<file path="src/design/additive_sawtooth_oscillator_assert.svh">
// Assertion macros shared by the oscillator modules.
// No dependencies; each user file includes this header after its timescale line.
`ifndef ADDITIVE_SAWTOOTH_OSCILLATOR_ASSERT_SVH
`define ADDITIVE_SAWTOOTH_OSCILLATOR_ASSERT_SVH

`ifndef SYNTHESIS
// general property, checked while out of reset
`define ASO_ASSERT(lbl, clk, rst_n, prop) \
    lbl: assert property (@(posedge clk) disable iff (!rst_n) (prop)) \
        else $error("oscillator assertion failed");
// implication form, consequent checked in the same cycle
`define ASO_ASSERT_IMPLIES(lbl, clk, rst_n, ante, cons) \
    lbl: assert property (@(posedge clk) disable iff (!rst_n) (ante) |-> (cons)) \
        else $error("oscillator implication failed");
`else
`define ASO_ASSERT(lbl, clk, rst_n, prop)
`define ASO_ASSERT_IMPLIES(lbl, clk, rst_n, ante, cons)
`endif

`endif

</file>
<file path="src/design/aso_pkg.sv">
// Package for the additive sawtooth oscillator: widths, fixed-point constants,
// controller states, command/status structs and the sine table generator.
// No dependencies.
`timescale 1ns / 1ps

package aso_pkg;

    // field and register widths
    localparam int PHASE_W    = 32;
    localparam int AMP_W      = 16;
    localparam int HC_W       = 10;
    localparam int OUT_W      = 24;
    localparam int ROT_W      = 19;
    localparam int CFG_IDX_W  = 2;
    localparam int CFG_DATA_W = 32;

    typedef logic signed [ROT_W-1:0] t_rot;
    typedef logic [CFG_IDX_W-1:0]    t_cfg_idx;

    // configuration register indexes
    localparam t_cfg_idx CFG_PHASE_STEP = 2'd0;
    localparam t_cfg_idx CFG_AMPLITUDE  = 2'd1;
    localparam t_cfg_idx CFG_HARM_COUNT = 2'd2;

    // fixed-point constants
    localparam t_rot              ROT_ONE     = 19'sd131072;
    localparam logic signed [23:0] INV_PI_Q24 = 24'sd5340353;
    localparam logic [63:0]       Q30_ONE     = 64'd1073741824;
    localparam logic [63:0]       HALF_PI_Q30 = 64'd1686629713;

    // controller states
    typedef enum logic [3:0] {
        S_IDLE,
        S_INDEX,
        S_ROM,
        S_RUN,
        S_DRAIN,
        S_ROUND,
        S_SCALE,
        S_PART,
        S_MERGE,
        S_SAT,
        S_PUT
    } t_state;

    // controller to datapath
    typedef struct packed {
        logic load;
        logic rom;
        logic step;
        logic round;
        logic scale;
        logic part;
        logic merge;
        logic sat;
        logic put;
    } t_cmd;

    // datapath to controller
    typedef struct packed {
        logic left_zero;
        logic pipe_empty;
        logic out_free;
    } t_sts;

    // taylor series for sin (odd) or cos (even) of a q30 angle below pi/2
    function automatic logic [63:0] series_q30(input logic [63:0] x, input logic odd);
        logic [63:0]        x2;
        logic [63:0]        term;
        logic signed [63:0] sum;
        x2 = (x * x) >> 30;
        if (odd) begin
            term = x;
            sum  = $signed(term);
            term = ((term * x2) >> 30) / 64'd6;   sum = sum - $signed(term);
            term = ((term * x2) >> 30) / 64'd20;  sum = sum + $signed(term);
            term = ((term * x2) >> 30) / 64'd42;  sum = sum - $signed(term);
            term = ((term * x2) >> 30) / 64'd72;  sum = sum + $signed(term);
            term = ((term * x2) >> 30) / 64'd110; sum = sum - $signed(term);
            term = ((term * x2) >> 30) / 64'd156; sum = sum + $signed(term);
            term = ((term * x2) >> 30) / 64'd210; sum = sum - $signed(term);
        end else begin
            term = Q30_ONE;
            sum  = $signed(term);
            term = ((term * x2) >> 30) / 64'd2;   sum = sum - $signed(term);
            term = ((term * x2) >> 30) / 64'd12;  sum = sum + $signed(term);
            term = ((term * x2) >> 30) / 64'd30;  sum = sum - $signed(term);
            term = ((term * x2) >> 30) / 64'd56;  sum = sum + $signed(term);
            term = ((term * x2) >> 30) / 64'd90;  sum = sum - $signed(term);
            term = ((term * x2) >> 30) / 64'd132; sum = sum + $signed(term);
            term = ((term * x2) >> 30) / 64'd182; sum = sum - $signed(term);
        end
        if (sum < 0) begin
            sum = 64'sd0;
        end
        if (sum > $signed(Q30_ONE)) begin
            sum = $signed(Q30_ONE);
        end
        return sum;
    endfunction

    // sine of a 0.32 phase in q1.17, for building constant tables
    function automatic t_rot sine_q17(input logic [31:0] p);
        logic [63:0] x;
        logic [63:0] v;
        logic [63:0] r;
        x = ({34'd0, p[29:0]} * HALF_PI_Q30) >> 30;
        v = series_q30(x, !p[30]);
        r = (v + 64'd4096) >> 13;
        return p[31] ? -t_rot'(r) : t_rot'(r);
    endfunction

    // round a q34 product sum to q17 and clip to plus or minus one
    function automatic t_rot rot_round_sat(input logic signed [38:0] v);
        logic signed [38:0] t;
        t = (v + 39'sd65536) >>> 17;
        if (t > 39'sd131072) begin
            return ROT_ONE;
        end else if (t < -39'sd131072) begin
            return -ROT_ONE;
        end else begin
            return t_rot'(t);
        end
    endfunction

endpackage

</file>
<file path="src/design/aso_ctrl.sv">
// Sequencer for the oscillator: input handshake and per-sample command schedule.
// Depends on aso_pkg (states, command and status structs).
`timescale 1ns / 1ps
`include "additive_sawtooth_oscillator_assert.svh"

module aso_ctrl (
    input  logic          i_clk,
    input  logic          i_rst_n,
    input  logic          i_in_valid,
    input  logic          i_sample_tick,
    output logic          o_in_stall,
    input  aso_pkg::t_sts i_sts,
    output aso_pkg::t_cmd o_cmd
);
    import aso_pkg::*;

    t_state r_state;
    t_state n_state;

    // state register
    always_ff @(posedge i_clk) begin
        if (!i_rst_n) begin
            r_state <= S_IDLE;
        end else begin
            r_state <= n_state;
        end
    end

    // next state and commands
    always_comb begin
        n_state = r_state;
        o_cmd   = '0;
        unique case (r_state)
            S_IDLE: begin
                if (i_in_valid && i_sample_tick) begin
                    n_state = S_INDEX;
                end
            end
            S_INDEX: begin
                o_cmd.load = 1'b1;
                n_state    = S_ROM;
            end
            S_ROM: begin
                o_cmd.rom = 1'b1;
                n_state   = S_RUN;
            end
            S_RUN: begin
                if (i_sts.left_zero) begin
                    n_state = S_DRAIN;
                end else begin
                    o_cmd.step = 1'b1;
                end
            end
            S_DRAIN: begin
                if (i_sts.pipe_empty) begin
                    n_state = S_ROUND;
                end
            end
            S_ROUND: begin
                o_cmd.round = 1'b1;
                n_state     = S_SCALE;
            end
            S_SCALE: begin
                o_cmd.scale = 1'b1;
                n_state     = S_PART;
            end
            S_PART: begin
                o_cmd.part = 1'b1;
                n_state    = S_MERGE;
            end
            S_MERGE: begin
                o_cmd.merge = 1'b1;
                n_state     = S_SAT;
            end
            S_SAT: begin
                o_cmd.sat = 1'b1;
                n_state   = S_PUT;
            end
            S_PUT: begin
                if (i_sts.out_free) begin
                    o_cmd.put = 1'b1;
                    n_state   = S_IDLE;
                end
            end
            default: begin
                n_state = S_IDLE;
            end
        endcase
    end

    // a new word is taken only between samples
    assign o_in_stall = (r_state != S_IDLE);

    // drain is only entered once every harmonic has been issued
    `ASO_ASSERT_IMPLIES(a_drain_after_run, i_clk, i_rst_n, r_state == S_DRAIN, i_sts.left_zero)

endmodule

</file>
<file path="config.mk">
export PLATFORM = sky130hd
export DESIGN_NAME = aso_ctrl
export DESIGN_NICKNAME = d
export VERILOG_FILES = /design/src/design/aso_pkg.sv /design/src/design/aso_ctrl.sv
export VERILOG_INCLUDE_DIRS = /design/src /design/src/design
export SDC_FILE = /design/constraint.sdc
export NUM_CORES = 1
export LEC_CHECK = 0
export BUFFER_PORTS_ARGS = -buffer_cell sky130_fd_sc_hd__buf_4
export CORE_AREA = 4 4 41 43
export CTS_CLUSTER_DIAMETER = 60
export CTS_CLUSTER_SIZE = 24
export DETAILED_ROUTE_END_ITERATION = 6
export DIE_AREA = 0 0 45 47
export PLACE_DENSITY = 0.6
export SYNTH_ARGS = -nofsm -noshare
export SYNTH_HDL_FRONTEND = slang
export SYNTH_SLANG_ARGS = --single-unit
</file>
<file path="constraint.sdc">
create_clock -name i_clk -period 1.49 [get_ports i_clk]
set_input_delay 0.0745 -clock i_clk [delete_from_list [all_inputs] [get_ports i_clk]]
set_output_delay 0.0745 -clock i_clk [all_outputs]
set_load 0.01 [all_outputs]
</file>
==> run_results.csv <==
group,metric,value,unit
layout,stdcell_area,556,um^2
drt,detail_route.wirelength,990,um
clock_network,clk_pin_slew_worst_paths,0.04,ns
clock_network,cts_root_buf,"clkbuf_4",
layout,filler_cell_count,155,
timing,rsz0062_at_grt,"no",
drt,drc,0,
critical_path,worst-path-buf-inv,2,
pwr,power.share.switching,27.3,%
floorplan,row_count,13,
clock_network,cts_buffer_depth,2,
worst_hold_path,min-delay-start,"i_rst_n",
timing,finalHoldViolCount,0,
synth,yosysTopAreaCell,"dfxtp_1",
critical_path,cpLargestDelayFamily,"simple AND/OR/NAND/NOR gates",
layout,multi_input_area,248,um^2
synth,yosys-top-cells-area,"dfxtp_1 (24%), nor3_1 (7.4%), mux2i_1 (5.9%)",
floorplan,ios,17,
synth,syn_nets,54,
outcome,outcome,"finished clean",
critical_path,timing.rr.end,"r_state[2]$_SDFFE_PN0P_",
synth,yosys_warnings,0,
critical_path,crit_path_max_fanout,4,
place,place_ws,0.0796,ns
pwr,p_leak,0.276,nW
layout,reg.largest.list,"r_state x4",
worst_hold_path,holdCritPathClass,"in2reg",
synth,seq_area_frac_synth,23.7,%
global_routing,grt-ovfl-total,0,
floorplan,die_w,45,um
floorplan,die_area,2120,um^2
drt,drtAntennaViolNets,0,
clock_network,clkLatencyLatePin,0.23,ns
worst_hold_path,hold_end,"r_state[0]$_SDFFE_PN0P_",
synth,ys_types,26,
layout,layout.nets,79,
place,gp_congestion,0.852,
clock_network,cts_buffers,3,
clock_network,htreeDepth,1,
critical_path,cp.required,1.42,ns
critical_path,startpoint_type,"flip-flop",
timing,maxSlewViolCount,0,
timing,setup_tns,0,ns
clock_network,cts_tree,"yes",
global_routing,grt_pass1_vias,394,
synth,ys_ff_latch,4,
pwr,switching_power,0.000103,W
synth,syn-cell-area,338,um^2
drt,wl_per_cell,11.6,um
timing,worst_pin_slew,0.201,ns
pwr,p_seq_share,32.0,%
floorplan,coreArea,1300,um^2
layout,fin_util,42.7,%
critical_path,arrival,1.33,ns
timing,fin_ws,0.0847,ns
global_routing,grtUsageTotal,10.8,%
pwr,power.share.clock,35.4,%
pwr,peakVddDrop,485,uV
timing,fin_crit_sh,94.3,%
pwr,internal_power,0.000273,W
synth,avgSynthCellArea,7.19,um^2
synth,synth_top_cell_area_share,23.7,%
clock_network,numClockSinks,4,
drt,vias,405,
layout,seqCellArea,82.6,um^2
global_routing,grt_pass1_wl,1680,um
run,cap_violations,0,
timing,relSlewSlack,86.5,%
place,dpl_cell_area,512,um^2
floorplan,dieHeight,47,um
place,io_buffers,16,
floorplan,start_util,26.0,%
critical_path,r2r_start,"r_state[1]$_SDFFE_PN0P_",
layout,max_flop_register,"r_state",
clock_network,postCtsHoldBufs,0,
timing,setup_viol,0,
critical_path,slowest_stage,"or3_4",
timing,hold_slack,0.0815,ns
timing,finalCriticalPeriod,1.41,ns
drt,drtIter0Drc,3,
critical_path,end_kind,"primary output",
synth,syn_inst,47,
global_routing,antenna_found_initial,0,
layout,antenna_cells,0,
drt,viasPerCell,4.76,
layout,drive_gt1_share,47.1,%
timing,worst_clock_skew,0.00197,ns
critical_path,slowest_delay,0.34,ns
pwr,p_comb_share,32.6,%
layout,syn_to_final_growth,64.4,%
critical_path,crit_chain,"or2b_1, or3_4, inv_2, buf_4",
worst_hold_path,whs_path_depth,2,
pwr,power.density,676,nW/um^2
critical_path,rrSetupSlack,0.09,ns
drt,first_pass_iters,4,
layout,largest_reg_flops,4,
timing,fmaxAchievable,712,MHz
global_routing,grt_max_degree,10,
critical_path,worst-r2r-cell-count,4,
critical_path,worst-setup-path-type,"reg2out",
place,hpwl,808,um
==> logic make-up (layout without fill, tap and decap cells) <==
group | Yosys count | count (layout) | synth area share (%)
flip-flops | 4 | 4 | 23.7
AND/OR/NAND/NOR | 24 | 24 | 40.4
XOR/XNOR | 1 | 1 | 2.59
AO/OA/AOI/OAI | 11 | 11 | 21.1
multiplexers | 2 | 2 | 5.93
buffers and inverters | 5 | 28 | 6.30
==> worst register-to-register path: stages, from the launching register on <==
cell,delay [ns]
dfxtp_2,0.32
or4_4,0.53
a21o_1,0.16
o211a_1,0.15
mux2i_1,0.12
==> synthesized netlist by cell type, drive strengths merged <==
| library cell | number |
|---|---|
| o211a | 1 |
| a31oi | 1 |
| nor3b | 1 |
| nand3 | 1 |
| a21boi | 1 |
| xnor2 | 1 |
| or3 | 1 |
| and3b | 1 |
| nand2b | 2 |
| buf | 2 |
| nor4b | 1 |
| and3 | 1 |
| clkbuf | 2 |
| inv | 1 |
| or2b | 1 |
| o21ai | 2 |
| mux2i | 2 |
| nand3b | 1 |
| dfxtp | 4 |
| a21o | 1 |
| nor3 | 5 |
| o21a | 2 |
| nor2 | 5 |
| a21oi | 3 |
| nand2 | 3 |
| or4 | 1 |
==> layout by cell type, fill, tap and decap left out, types with 3 or more instances in the layout <==
master / Yosys / routed
nor2_1: 5 / 5
clkbuf_4: 0 / 3
a21oi_1: 3 / 3
nor3_1: 5 / 5
nand2_1: 3 / 3
buf_4: 0 / 24
==> metal layers <==
metal / vias to the layer above / share of wire, % / track usage, %
li1: 217 / - / -
met1: 176 / 43 / 12.9
met2: 12 / 49 / 17.8
met3: 0 / 8.0 / 4.21
met4: 0 / 0 / 3.51
met5: - / 0 / 0
==> through the flow <==
step                std cells  power (W)
floorplan                  47   0.000185
global placement           81   0.000239
detailed placement         81   0.000238
CTS                        85   0.000380
global route               85   0.000408
finish                     85   0.000376
==> power groups by stage <==
stage	combinational [W]	sequential (W)	clock (W)
floorplan	0.0000657	0.000119	0
global placement	0.000117	0.000121	0
detailed placement	0.000117	0.000120	0
CTS	0.000121	0.000119	0.000141
global route	0.000134	0.000121	0.000153
finish	0.000123	0.000120	0.000133
==> final cells by class <==
class | count | area share [%]
Sequential cell | 4 | 14.9
Tap cell | 15 | 3.38
Inverter | 1 | 0.676
Multi-Input combinational cell | 38 | 44.6
Clock buffer | 3 | 4.05
Timing Repair Buffer | 24 | 32.4
==> worst max path at each step <==
stage / cells after the start / slack, ns / to / startpoint
2_1_floorplan: 4 / 0.1 / r_state[2]$_SDFFE_PN0P_ / r_state[1]$_SDFFE_PN0P_
3_3_place_gp: 5 / 0.09 / r_state[2]$_SDFFE_PN0P_ / r_state[2]$_SDFFE_PN0P_
3_5_place_dp: 4 / 0.08 / r_state[2]$_SDFFE_PN0P_ / r_state[3]$_SDFFE_PN0P_
4_1_cts: 4 / 0.02 / o_cmd[6] / r_state[1]$_SDFFE_PN0P_
5_1_grt: 4 / 0.008 / o_cmd[6] / r_state[1]$_SDFFE_PN0P_
6_report: 4 / 0.08 / o_cmd[6] / r_state[1]$_SDFFE_PN0P_
==> what timing repair did <==
action / 4_1_cts / 5_1_grt
hold endpoints to repair: 0 / 0
gates cloned: 0 / 0
resized for setup: 0 / 5
setup endpoints to repair: 1 / 2
buffers inserted: 1 / 0
(Power assumes the default switching activity.)
